===== config.mk =====
export PLATFORM = sky130hd
export DESIGN_NAME = brb_queue
export DESIGN_NICKNAME = d
export VERILOG_FILES = /design/src/sv/brb_queue.sv
export SDC_FILE = /design/constraint.sdc
export NUM_CORES = 1
export LEC_CHECK = 0
export ABC_AREA = 1
export BUFFER_PORTS_ARGS = -buffer_cell sky130_fd_sc_hd__buf_4
export CAP_MARGIN = 40
export CORE_ASPECT_RATIO = 1.4
export CORE_MARGIN = 3
export CORE_UTILIZATION = 54
export CTS_BUF_LIST = sky130_fd_sc_hd__clkbuf_8
export DETAILED_ROUTE_END_ITERATION = 10
export PLACE_DENSITY = 0.79
export SKIP_LAST_GASP = 1
export SLEW_MARGIN = 20
export SYNTH_ARGS = -nofsm -noshare
export SYNTH_HDL_FRONTEND = slang
export SYNTH_SLANG_ARGS = --single-unit

===== constraint.sdc =====
create_clock -name clk -period 4.36 [get_ports clk]
set_input_delay 1.09 -clock clk [delete_from_list [all_inputs] [get_ports clk]]
set_output_delay 1.09 -clock clk [all_outputs]
set_load 0.02 [all_outputs]

===== src/sv/brb_queue.sv =====
// ----------------------------------------------------------------------------
// Bit range blitter command queue
// Two-entry FIFO between the front end and the execution side.
// ----------------------------------------------------------------------------
`timescale 1ns / 1ps

module brb_queue #(
    parameter int W = 64
) (
    input  logic         clk,
    input  logic         rst_n,
    input  logic         push,
    input  logic [W-1:0] push_data,
    input  logic         pop,
    output logic         full,
    output logic         empty,
    output logic [W-1:0] head
);

    logic [W-1:0] slot_reg [2];
    logic         wr_ptr_reg;
    logic         rd_ptr_reg;
    logic [1:0]   count_reg;
    logic         wr_ptr_next;
    logic         rd_ptr_next;
    logic [1:0]   count_next;

    assign full  = (count_reg == 2'd2);
    assign empty = (count_reg == 2'd0);
    assign head  = slot_reg[rd_ptr_reg];

    always_comb
    begin
        wr_ptr_next = push ? !wr_ptr_reg : wr_ptr_reg;
        rd_ptr_next = pop ? !rd_ptr_reg : rd_ptr_reg;
        count_next  = count_reg + 2'(push) - 2'(pop);
    end

    always_ff @(posedge clk or negedge rst_n)
    begin
        if (!rst_n)
        begin
            wr_ptr_reg <= 1'b0;
            rd_ptr_reg <= 1'b0;
            count_reg  <= 2'd0;
        end
        else
        begin
            wr_ptr_reg <= wr_ptr_next;
            rd_ptr_reg <= rd_ptr_next;
            count_reg  <= count_next;
        end
    end

    always_ff @(posedge clk)
    begin
        if (push)
        begin
            slot_reg[wr_ptr_reg] <= push_data;
        end
    end

endmodule


==> run metrics <==
status finished, final reports clean; root buffer cell clkbuf_8; final slew viol count 0; Worst-Skew Late Latency 0.42 ns; max_cap viols 0; post-route cell area 0.00651 mm^2; H-tree depth 4; max layer used met4; Syn. warnings 0; total gr overflow 0; Detail Route Antenna Nets 0; initial antenna violation count 0; placed insts 588; Post-synth ARST share 0.0303; Resize count post-CTS 0; row count 40; vias post-DR 3022; layout cells sized above 1 0.322; sequential fraction of the synthesis area 0.790; routed length per instance 14.5 um; worst-margin pin slew 0.749 ns; commonest cells in the netlist 128 x edfxtp_1, 71 x inv_1, 70 x nand2_1; Pwr Density 683 mW/mm^2; crit path max fanout 77; CP Class register to output pin; WL met2 5000 um; routed vias/inst 4.87; largest net degree at the start of global routing 78; Period Utilization, post-route 0.681; DR DRC count 0; post-route insts no fill 620; CP cell instances buf_16 > nand2_1 > o21ai_1 > buf_4; top-count cell post-synth edfxtp_1; Post-Route Utilization 0.739; Leakage Power 2.80 nW; Register-to-Register Path Depth 3; Layout Nets 572; routability cong. 0.779; final hold slack 0.458 ns; Worst path slowest cell dfrtp_4; Yosys cell types 13; crit-path leading delay family flip-flops; register share of total power 0.408; mapped cell area 0.00499 mm^2; Post-CTS Hold Fix Bufs 0; antenna diode count 0; flip-flop count of the largest register after layout 128; Max Freq 337 MHz; Clock Pin Slew Worst Setup and Hold Paths 0.07 ns; First DRT Iteration DRCs 161; top post-synthesis cells by area edfxtp_1 77%, inv_1 5.3%, nand2_1 5.3%; P_int 2.95 mW; final WL 8970 um; HP Class input port to asynchronous set/reset pin; Post-synth EDFFs 128; core area 0.00881 mm^2; CTS buffer count 17; IO buf count 133; first-pass GRT wire length 13900 um; Total Power 4.44 mW; Sw Pwr 1.49 mW; Max clock buf depth 2; DRT Pass-1 Iters 4; top cell type's share of synthesized area 0.770; CP bufs+invs 2; worst rel slew slack 0.500; Area Growth Syn to Fin 30.3%; nature of the critical path endpoint output pin; TritonCTS clock tree built; Startpoint Class register; Placed Area 0.00608 mm^2; Fin Setup TNS 0 ns; vias in the first global route 3047; Synth area leader edfxtp_1; Cells after Synth 359; die width 87.3 um; io pins 134; # setup viols final 0; Tmin final 2.97 ns; CP max stage delay 0.73 ns; DIE AREA 0.0105 mm^2; Worst Path Arrival 1.88 ns; post-route setup slack 1.39 ns; Die Y 120 um; Post-CTS Setup Inserts 0; met3 wire length 504 um; Max IR drop VDD 403 uV; clock share of power 0.245; Avg Inst Size Synth 13.9 um^2; Post-Place Setup Slack 1.81 ns; Logic pwr share 0.347; CTS Sinks 132; GR Util All Layers 0.179; dominant synthesized flop cell edfxtp_1; Final Hold Fails 0; flops & latches, synth 132; sw frac 0.336; Clock Skews 0.00816 ns; Levels on crit path 4; worst path required time 3.27 ns; Synth Net Count 429; RSZ-0062 raised after global routing no; Post-Route M1 WL 3130 um; DP Wirelength 6110 um; starting density of the core 0.567
power by group through the flow:
stage                     Combinational (mW)  Sequential [mW]  Clock [mW]
final                                   1.54             1.81        1.09
after global routing                    1.66             1.84        1.18
after CTS                               1.57             1.82        1.11
after detailed placement                1.56             1.84           0
after global placement                  1.42             1.91           0
after floorplan                        0.999             1.78           0
area by class of cell:
| class | count | area [um^2] |
|---|---|---|
| Sequential cell | 132 | 3950 |
| Fill cell | 585 | 2300 |
| Timing Repair Buffer | 138 | 1080 |
| Multi-Input combinational cell | 142 | 649 |
| Inverter | 71 | 267 |
| Clock buffer | 17 | 234 |
| Clock inverter | 15 | 196 |
| Tap cell | 105 | 131 |
cells in the final DEF, fill, tap and decap left out, drive strengths merged:
cell type and count:
nand2 70, bufinv 5, ha 2, clkinvlp 2, o21ai 64, dfrtp 4
nand3 1, buf 138, inv 74, xor2 2, nor2 3, clkbuf 17
edfxtp 128, clkinv 5
cell families (layout without fill, tap and decap cells):
family,after synthesis,after routing,synth area share
flip-flops,132,132,0.790
buffers and inverters,85,241,0.0819
AND/OR/NAND/NOR,74,74,0.0559
AO/OA/AOI/OAI,64,64,0.0641
adder cells (fa/ha/maj),2,2,0.00501
XOR/XNOR,2,2,0.00351
path summary, 6_finish.rpt:
check	start	to	slack, ns
setup / recovery	rd_ptr_reg	head[47]	1.39
hold / removal	rst_n	count_reg[0]	0.46
setup reg to reg	wr_ptr_reg	slot_reg[1][31]	2.60
hold reg to reg	wr_ptr_reg	wr_ptr_reg	0.56
max in group asynchronous	rst_n	rd_ptr_reg	3.78
min in group clk	wr_ptr_reg	wr_ptr_reg	0.56
worst register-to-register path, stage by stage, from the launching register on:
cell     delay [ns]
dfrtp_1        0.43
nand2_1        0.09
inv_2          0.56
buf_4          0.38
metal layers:
| metal | track usage | vias to the layer above |
|---|---|---|
| met3 | 0.0529 | 26 |
| met4 | 0.110 | 0 |
| met1 | 0.185 | 1407 |
| met2 | 0.310 | 99 |
| li1 | - | 1490 |
| met5 | 0 | - |
(Power assumes the default switching activity.)
