--- config.mk ---
export PLATFORM = sky130hd
export DESIGN_NAME = brb_front
export DESIGN_NICKNAME = d
export VERILOG_FILES = /design/src/sv/brb_pkg.sv /design/src/sv/brb_front.sv
export SDC_FILE = /design/constraint.sdc
export NUM_CORES = 1
export LEC_CHECK = 0
export BUFFER_PORTS_ARGS = -buffer_cell sky130_fd_sc_hd__buf_2
export CAP_MARGIN = 10
export CELL_PAD_IN_SITES_DETAIL_PLACEMENT = 0
export CELL_PAD_IN_SITES_GLOBAL_PLACEMENT = 1
export CORE_MARGIN = 8
export CORE_UTILIZATION = 28
export DETAILED_ROUTE_END_ITERATION = 10
export PLACE_DENSITY = 0.87
export SYNTH_ARGS = -nofsm -noshare
export SYNTH_HDL_FRONTEND = slang
export SYNTH_SLANG_ARGS = --single-unit
export TNS_END_PERCENT = 10
--- constraint.sdc ---
create_clock -name vclk -period 15.1
set_input_delay 4.53 -clock vclk [all_inputs]
set_output_delay 4.53 -clock vclk [all_outputs]
set_load 0.005 [all_outputs]
--- src/sv/brb_pkg.sv ---
// ----------------------------------------------------------------------------
// Bit range blitter package
// Function and raster op codes, stream widths and the command record.
// ----------------------------------------------------------------------------
`timescale 1ns / 1ps

package brb_pkg;

    localparam int          WORD_BITS = 32;
    localparam logic [31:0] ALL_ONES  = 32'hFFFF_FFFF;
    localparam logic [4:0]  LAST_BIT  = 5'd31;

    localparam int S_TDATA_W = 88;
    localparam int S_TUSER_W = 2;
    localparam int M_TDATA_W = 40;

    localparam logic [1:0] FUNC_LOAD_SRC = 2'd0;
    localparam logic [1:0] FUNC_LOAD_DST = 2'd1;
    localparam logic [1:0] FUNC_BLIT     = 2'd2;
    localparam logic [1:0] FUNC_READ     = 2'd3;

    localparam logic [2:0] OP_COPY   = 3'd0;
    localparam logic [2:0] OP_INVERT = 3'd1;
    localparam logic [2:0] OP_AND    = 3'd2;
    localparam logic [2:0] OP_OR     = 3'd3;
    localparam logic [2:0] OP_XOR    = 3'd4;

    // Classified command handed from the front end to the execution side.
    typedef struct packed {
        logic [1:0]  func;
        logic        act;      // store index in range, or blit with bits to move
        logic        clamped;  // blit width cut at the destination end
        logic [2:0]  op;
        logic [4:0]  sh;       // source funnel shift
        logic [4:0]  head;     // first bit in the first destination word
        logic [4:0]  tail;     // last bit in the last destination word
        logic [31:0] data;
    } brb_cmd_t;

endpackage

--- src/sv/brb_front.sv ---
// ----------------------------------------------------------------------------
// Bit range blitter front end
// Unpack input transfers, clamp blits and work out word ranges and shifts.
// ----------------------------------------------------------------------------
`timescale 1ns / 1ps

module brb_front #(
    parameter int WORDS = 256,
    localparam int AW = $clog2(WORDS),
    localparam int KW = $clog2(WORDS + 257) + 1
) (
    input  logic                            s_tvalid,
    output logic                            s_tready,
    input  logic [brb_pkg::S_TUSER_W-1:0]   s_tuser,
    input  logic [brb_pkg::S_TDATA_W-1:0]   s_tdata,
    input  logic                            full,
    output logic                            push,
    output brb_pkg::brb_cmd_t               cmd,
    output logic [AW-1:0]                   wi0,
    output logic [AW-1:0]                   wlast,
    output logic [KW-1:0]                   k0
);

    localparam int POS_W = (AW + 6 > 15) ? AW + 6 : 15;
    localparam logic [POS_W-1:0] TOTAL = POS_W'(WORDS * brb_pkg::WORD_BITS);

    logic [1:0]  func;
    logic [7:0]  index;
    logic [31:0] data;
    logic [12:0] dst_bit;
    logic [12:0] src_bit;
    logic [13:0] bit_count;
    logic [2:0]  op;

    logic [POS_W-1:0] dst_p;
    logic [POS_W-1:0] end_p;
    logic [POS_W-1:0] last_p;
    logic             clamped;
    logic             has_work;
    logic             idx_ok;
    logic             is_blit;
    logic signed [13:0] src_adj;

    assign func      = s_tuser[1:0];
    assign index     = s_tdata[7:0];
    assign data      = s_tdata[39:8];
    assign dst_bit   = s_tdata[52:40];
    assign src_bit   = s_tdata[65:53];
    assign bit_count = s_tdata[79:66];
    assign op        = s_tdata[82:80];

    assign is_blit = (func == brb_pkg::FUNC_BLIT);

    // Clamp the run at the destination end; last_p is the final bit touched.
    assign dst_p    = POS_W'(dst_bit);
    assign end_p    = dst_p + POS_W'(bit_count);
    assign clamped  = (end_p > TOTAL);
    assign last_p   = clamped ? (TOTAL - POS_W'(1)) : (end_p - POS_W'(1));
    assign has_work = (bit_count != 14'd0) && (dst_p < TOTAL) && (op <= brb_pkg::OP_XOR);
    assign idx_ok   = (32'(index) < 32'(WORDS));

    // Source word aligned with the first destination word, and the funnel shift.
    assign src_adj = $signed({1'b0, src_bit}) - $signed({9'b0, dst_bit[4:0]});

    always_comb
    begin
        cmd.func    = func;
        cmd.act     = is_blit ? has_work : idx_ok;
        cmd.clamped = is_blit && clamped;
        cmd.op      = op;
        cmd.sh      = src_adj[4:0];
        cmd.head    = dst_bit[4:0];
        cmd.tail    = last_p[4:0];
        cmd.data    = data;
    end

    assign wi0      = is_blit ? dst_p[AW+4:5] : (idx_ok ? AW'(index) : '0);
    assign wlast    = last_p[AW+4:5];
    assign k0       = KW'(src_adj >>> 5);
    assign s_tready = !full;
    assign push     = s_tvalid && !full;

endmodule

==> results of run 1 <==
==> metrics by stage <==
step / utilization (%) / instance area (sq um) / std cells / hold WS [ns]
after floorplan: - / 2000 / 266 / 9.09
after global placement: 32.3 / 2290 / 422 / 9.06
after detailed placement: 32.3 / 2290 / 422 / 9.06
after CTS: 32.3 / 2290 / 422 / 9.06
after global routing: 32.3 / 2290 / 422 / 9.06
final: 32.3 / 2290 / 422 / 9.06
==> worst max-delay path: cells and delay by family <==
kind,cells,cell delay (ns)
fa+ha+maj,2,0.62
compound gates,4,1.36
buf+inv,3,0.34
simple gates,3,0.73
==> logic make-up after synthesis <==
kind of cell	share of synthesized area, %
xor gates and xnor gates	11.3
adders and majority gates	14.5
muxes	5.57
AOI/OAI and AO/OA	25.0
buffers and inverters	22.0
and+or+nand+nor	21.6
==> layer usage <==
| metal | track usage (%) | up-vias | share of wire (%) |
|---|---|---|---|
| li1 | - | 1032 | - |
| met4 | 1.74 | 0 | 0.82 |
| met5 | 0 | - | 0 |
| met2 | 18.7 | 72 | 48 |
| met1 | 12.1 | 888 | 41 |
| met3 | 3.66 | 10 | 10 |
==> power by group through the flow <==
stage | logic (W) | clock network [W] | registers, W
6_report | 0.0000972 | 0 | 0
5_1_grt | 0.000109 | 0 | 0
3_3_place_gp | 0.0000960 | 0 | 0
4_1_cts | 0.0000982 | 0 | 0
3_5_place_dp | 0.0000975 | 0 | 0
2_1_floorplan | 0.0000728 | 0 | 0
==> how the worst max path moves through the flow <==
stage | start | end | slack, ns | depth (start not counted)
after floorplan | s_tdata[40] | wlast[7] | 3.63 | 10
after global placement | s_tdata[40] | cmd[33] | 3.01 | 12
after detailed placement | s_tdata[40] | cmd[32] | 2.97 | 12
after CTS | s_tdata[40] | cmd[32] | 2.95 | 12
after global routing | s_tdata[40] | cmd[32] | 2.70 | 12
final | s_tdata[40] | cmd[32] | 2.99 | 12
==> cell usage in the layout (no fill, tap or decap), types with 2 or more instances in the layout <==
master       n
a211oi_1     2
a21boi_0     2
a21o_1       5
a21oi_1      8
a221oi_1     2
and2_1       3
and3_1       2
buf_2      106
fa_1         2
ha_1        20
inv_1       20
mux2_2       9
nand2_1     14
nand2b_1     4
nand3_1      4
nand4_1      3
nor2_1      14
nor2b_1      6
nor3_1       4
nor4_1       7
o2111ai_1    4
o211ai_1     4
o21a_1       4
o21ai_0      9
o21ai_1      9
o31a_1       2
o31ai_4      2
or2_2        2
or3_1        3
or4_1        2
xnor2_1     14
xor2_1      10
==> layout make-up <==
type,instances,area [sq um],area share [%]
Tap cell,99,124,5.41
Inverter,20,75.1,3.28
Timing Repair Buffer,106,531,23.2
Multi-Input combinational cell,197,1560,68.1
==> reports/metrics.csv, run 1 <==
stage,metric,value,unit
floorplanning,die height,101,um
detailed_routing,vias per cell,4.74,
timing,Setup TNS Final,0,ns
grt,total global-route track usage,10.6,%
detailed_routing,routed len/inst,13.9,um
clock_network,Post-CTS Setup Inserts,0,
min_path,Min-Delay Endpoint,cmd[13],
min_path,hold path depth,0,
timing,"Hold Violations, Final",0,
setup_path,CP max stage delay,0.64,ns
setup_path,crit path kind,in -> out,
floorplanning,Initial Util,28.2,%
flow_run,Max-Cap Viols,0,
timing,Pins Over Slew Limit,0,
detailed_routing,TritonRoute pass-1 iters,4,
yosys,synthesized cell area,0.00200,sq mm
grt,global-route wire length before repair,9.17,mm
timing,final setup fails,0,
power_and_ir_drop,Logic pwr share,100.0,%
yosys,Synth Instances,266,
clock_network,hold_buf cts,0,
yosys,Mapped Nets,380,
power_and_ir_drop,total power,0.0000972,W
power_and_ir_drop,Int Power,0.0000443,W
detailed_routing,WL final,5.88,mm
power_and_ir_drop,Flop pwr share,0,%
layout,share of post-route cells with drive strength above 1,39.3,%
floorplanning,chip width,101,um
power_and_ir_drop,pwr/cell area,42.4,mW/mm^2
yosys,"area leader, netlist",buf_4,
timing,RSZ-0062 raised after global routing,false,
yosys,top cell type's share of synthesized area,16.5,%
grt,initial antenna violation count,0,
setup_path,"Cell Chain, Critical Path",buf_2 -> ha_1 -> inv_1 -> fa_1 -> nand2b_1 -> a21oi_1 -> o311a_1 -> and4b_1 -> nand4b_4 -> o31ai_4 -> o21ai_0 -> buf_2,
timing,Rel. slew slack,45.2,%
timing,Worst-Margin Slew,0.820,ns
layout,fill count,812,
layout,Area Overhead vs Synth,14.5,%
timing,Achievable Freq,82.5,MHz
floorplanning,# rows,31,
power_and_ir_drop,switching pwr,0.0000529,W
layout,fin nets,439,
yosys,Avg Inst Size Synth,7.52,sq um
layout,Antenna diodes,0,
clock_network,post_cts resized,0,
placement,Port Buffer Count,106,
yosys,synth unique cells,55,
floorplanning,# IOs,175,
setup_path,CP max-delay cell,o31ai_4,
placement,hpwl dp,5.20,mm
min_path,HP Class,in -> out,
min_path,hold_sp,s_tdata[21],
grt,gr ovfl total,0,
power_and_ir_drop,switch share,54.4,%
detailed_routing,Via Count,2002,
layout,FFs & Latches,0,
detailed_routing,remaining antenna violation count,0,
detailed_routing,number of DRC markers in iteration 0,60,
timing,PnR worst setup slack,2.99,ns
grt,vias in the first global route,2004,
setup_path,nature of the critical path endpoint,output port,
layout,Clock Buffer Count,0,
power_and_ir_drop,leakage power,1.09,nW
setup_path,Critical Path Most Common Cell,buf_2,
floorplanning,core area,0.00710,sq mm
run_status,status,completed,
setup_path,Worst EP arrival,7.58,ns
yosys,commonest cells in the synthesized netlist,"44 x buf_4, 20 x ha_1, 20 x inv_1",
setup_path,CP Data Required Time,10.57,ns
yosys,Yosys warnings,0,
placement,Placement Setup Slack,2.97,ns
yosys,"count leader, synth",buf_4,
placement,GPL Wtd Cong,0.870,
timing,Tcrit/Tclk final,80.2,%
timing,min Tclk post-route,12.11,ns
floorplanning,Die ar.,0.0101,sq mm
yosys,ranking of synthesized cells by area,"buf_4 17%, ha_1 13%, xnor2_1 6.1%, mux2_2 5.1%, xor2_1 4.4%",
setup_path,CP startpoint kind,input port,
layout,Reg area,0,sq um
grt,largest net degree at the start of global routing,15,
power_and_ir_drop,Clock power frac,0,%
setup_path,crit-path max FO,14,
detailed_routing,DRC Markers,0,
power_and_ir_drop,Peak VDD IR,0.0141,mV
yosys,register area share after synthesis,0,%
(Power assumes the default switching activity.)
==> inputs of run 2 (changes only) <==
- CORE_UTILIZATION: 28 -> 23
- PLACE_DENSITY: 0.87 -> 0.75
- clock period: 15.1 -> 9.75 ns (I/O delays scaled with it)
==> run 2 against run 1 <==
  * Via count is 0.85% lower
  * Critical path type unchanged
  * Count of clock-buffer cells in the layout stayed put
  * Sequential cell count stayed put
  * Largest cell class unchanged
  * Highest routed layer unchanged
==> reports/metrics.csv, run 2 (synthesis gave the netlist of run 1 again) <==
stage,metric,value,unit,change
run_status,status,completed,,
placement,Port Buffer Count,106,,unchanged
grt,global-route wire length before repair,8.82,mm,-3.8%
floorplanning,chip width,109,um,+8.7%
detailed_routing,vias per cell,4.61,,-2.9%
placement,Placement Setup Slack,0.859,ns,-2.11 ns
placement,hpwl dp,5.23,mm,+0.58%
floorplanning,# rows,34,,+9.7%
floorplanning,Die ar.,0.0119,sq mm,+18%
detailed_routing,DRC Markers,0,,unchanged
layout,Reg area,0,sq um,unchanged
setup_path,CP max-delay cell,o31ai_4,,
setup_path,nature of the critical path endpoint,output port,,
layout,fin nets,439,,unchanged
layout,share of post-route cells with drive strength above 1,39.3,%,unchanged
detailed_routing,M1 wire length,2.40,mm,+0.21%
setup_path,crit-path max FO,14,,unchanged
timing,PnR worst setup slack,0.831,ns,-2.15 ns
grt,vias in the first global route,1854,,-7.5%
layout,Area Overhead vs Synth,15.1,%,
detailed_routing,met3 routed WL,529,um,-10%
setup_path,Critical Path Most Common Cell,buf_2,,
min_path,Min-Delay Endpoint,cmd[0],,
timing,Worst-Margin Slew,0.855,ns,+0.0347 ns
power_and_ir_drop,pwr/cell area,65.4,mW/mm^2,+54%
grt,largest net degree at the start of global routing,15,,unchanged
grt,total global-route track usage,8.77,%,-1.8 points
detailed_routing,Via Count,1985,,-0.85%
timing,final setup fails,0,,unchanged
placement,GPL Wtd Cong,0.819,,-5.9%
timing,min Tclk post-route,8.92,ns,
floorplanning,die height,109,um,+8.7%
grt,initial antenna violation count,0,,unchanged
detailed_routing,number of DRC markers in iteration 0,70,,+17%
min_path,hold_sp,s_tdata[8],,
detailed_routing,remaining antenna violation count,0,,unchanged
timing,Setup TNS Final,0,ns,unchanged
layout,Antenna diodes,0,,unchanged
min_path,HP Class,in -> out,,
timing,"Hold Violations, Final",0,,unchanged
setup_path,crit path kind,in -> out,,
floorplanning,Initial Util,23.3,%,-4.9 points
floorplanning,# IOs,175,,unchanged
layout,Final Util,26.8,%,-5.5 points
detailed_routing,DR top layer,met4,,
clock_network,Post-CTS Setup Inserts,0,,unchanged
placement,area of placed instances,0.00230,sq mm,+0.49%
timing,Tcrit/Tclk final,91.5,%,
flow_run,Max-Cap Viols,0,,unchanged
layout,Finished Cell Area,0.00230,sq mm,+0.49%
clock_network,hold_buf cts,0,,unchanged
floorplanning,core area,0.00859,sq mm,+21%
timing,Pins Over Slew Limit,0,,unchanged
detailed_routing,TritonRoute pass-1 iters,4,,unchanged
detailed_routing,routed len/inst,13.7,um,-1.4%
layout,Clock Buffer Count,0,,unchanged
power_and_ir_drop,leakage power,1.09,nW,unchanged
setup_path,CP max stage delay,0.63,ns,about the same
setup_path,Worst EP arrival,5.99,ns,-1.59 ns
timing,RSZ-0062 raised after global routing,false,,
detailed_routing,WL final,5.93,mm,+0.73%
timing,Rel. slew slack,42.9,%,-2.3 points
clock_network,post_cts resized,0,,unchanged
setup_path,CP startpoint kind,input port,,
detailed_routing,met2 wire length,2.95,mm,+3.9%
timing,Achievable Freq,112,MHz,
grt,gr ovfl total,0,,unchanged
layout,"commonest non-fill, non-tap cells in the layout","106 x buf_2, 20 x inv_1, 20 x ha_1",,
min_path,hold path depth,0,,unchanged
layout,FFs & Latches,0,,unchanged
setup_path,CP Data Required Time,6.83,ns,-3.74 ns
setup_path,"Cell Chain, Critical Path",buf_2 -> ha_1 -> inv_1 -> fa_1 -> nand2b_1 -> a21oi_1 -> o311a_1 -> and4b_1 -> nand4b_4 -> o31ai_4 -> o21ai_1 -> buf_2,,
layout,"most common cell after layout, fill and taps aside",buf_2,,
power_and_ir_drop,Peak VDD IR,0.0189,mV,+34%
==> run 2: metal layers <==
metal / vias up / GRT usage [%]
met5: - / 0
met1: 899 / 10.6
li1: 1028 / -
met4: 0 / 0.964
met3: 4 / 2.01
met2: 54 / 15.9
==> run 2: worst max-delay path by stage <==
stage               slack, ns        start       end
floorplan                1.49  s_tdata[40]  wlast[7]
global route             0.61  s_tdata[40]   cmd[33]
finish                   0.83  s_tdata[40]  wlast[2]
CTS                      0.84  s_tdata[40]  wlast[0]
global placement         0.88  s_tdata[40]  wlast[1]
detailed placement       0.86  s_tdata[40]  wlast[0]
==> run 2: layout make-up <==
class	count	area, sq um
fillers	1000	6290
multi-input cells	197	1560
repair buffers	106	531
well taps	108	135
inverters	20	75.1
==> run 2: worst max-delay path: cells and delay by family <==
kind,cells,cell delay (ns)
simple gates,3,0.72
buf+inv,3,0.35
compound gates,4,1.39
fa+ha+maj,2,0.60
==> run 2: stage by stage <==
step	power, W	hold WS [ns]	instances
finish	0.000150	5.85	431
global route	0.000167	5.85	431
CTS	0.000152	5.85	431
detailed placement	0.000151	5.85	431
global placement	0.000150	5.85	431
floorplan	0.000113	5.88	266
==> run 2: where the power goes <==
group	switching, W	leakage (nW)	internal (W)
Clock	0	0	0
Combinational	0.0000819	1.09	0.0000685
Sequential	0	0	0
Total	0.0000819	1.09	0.0000685
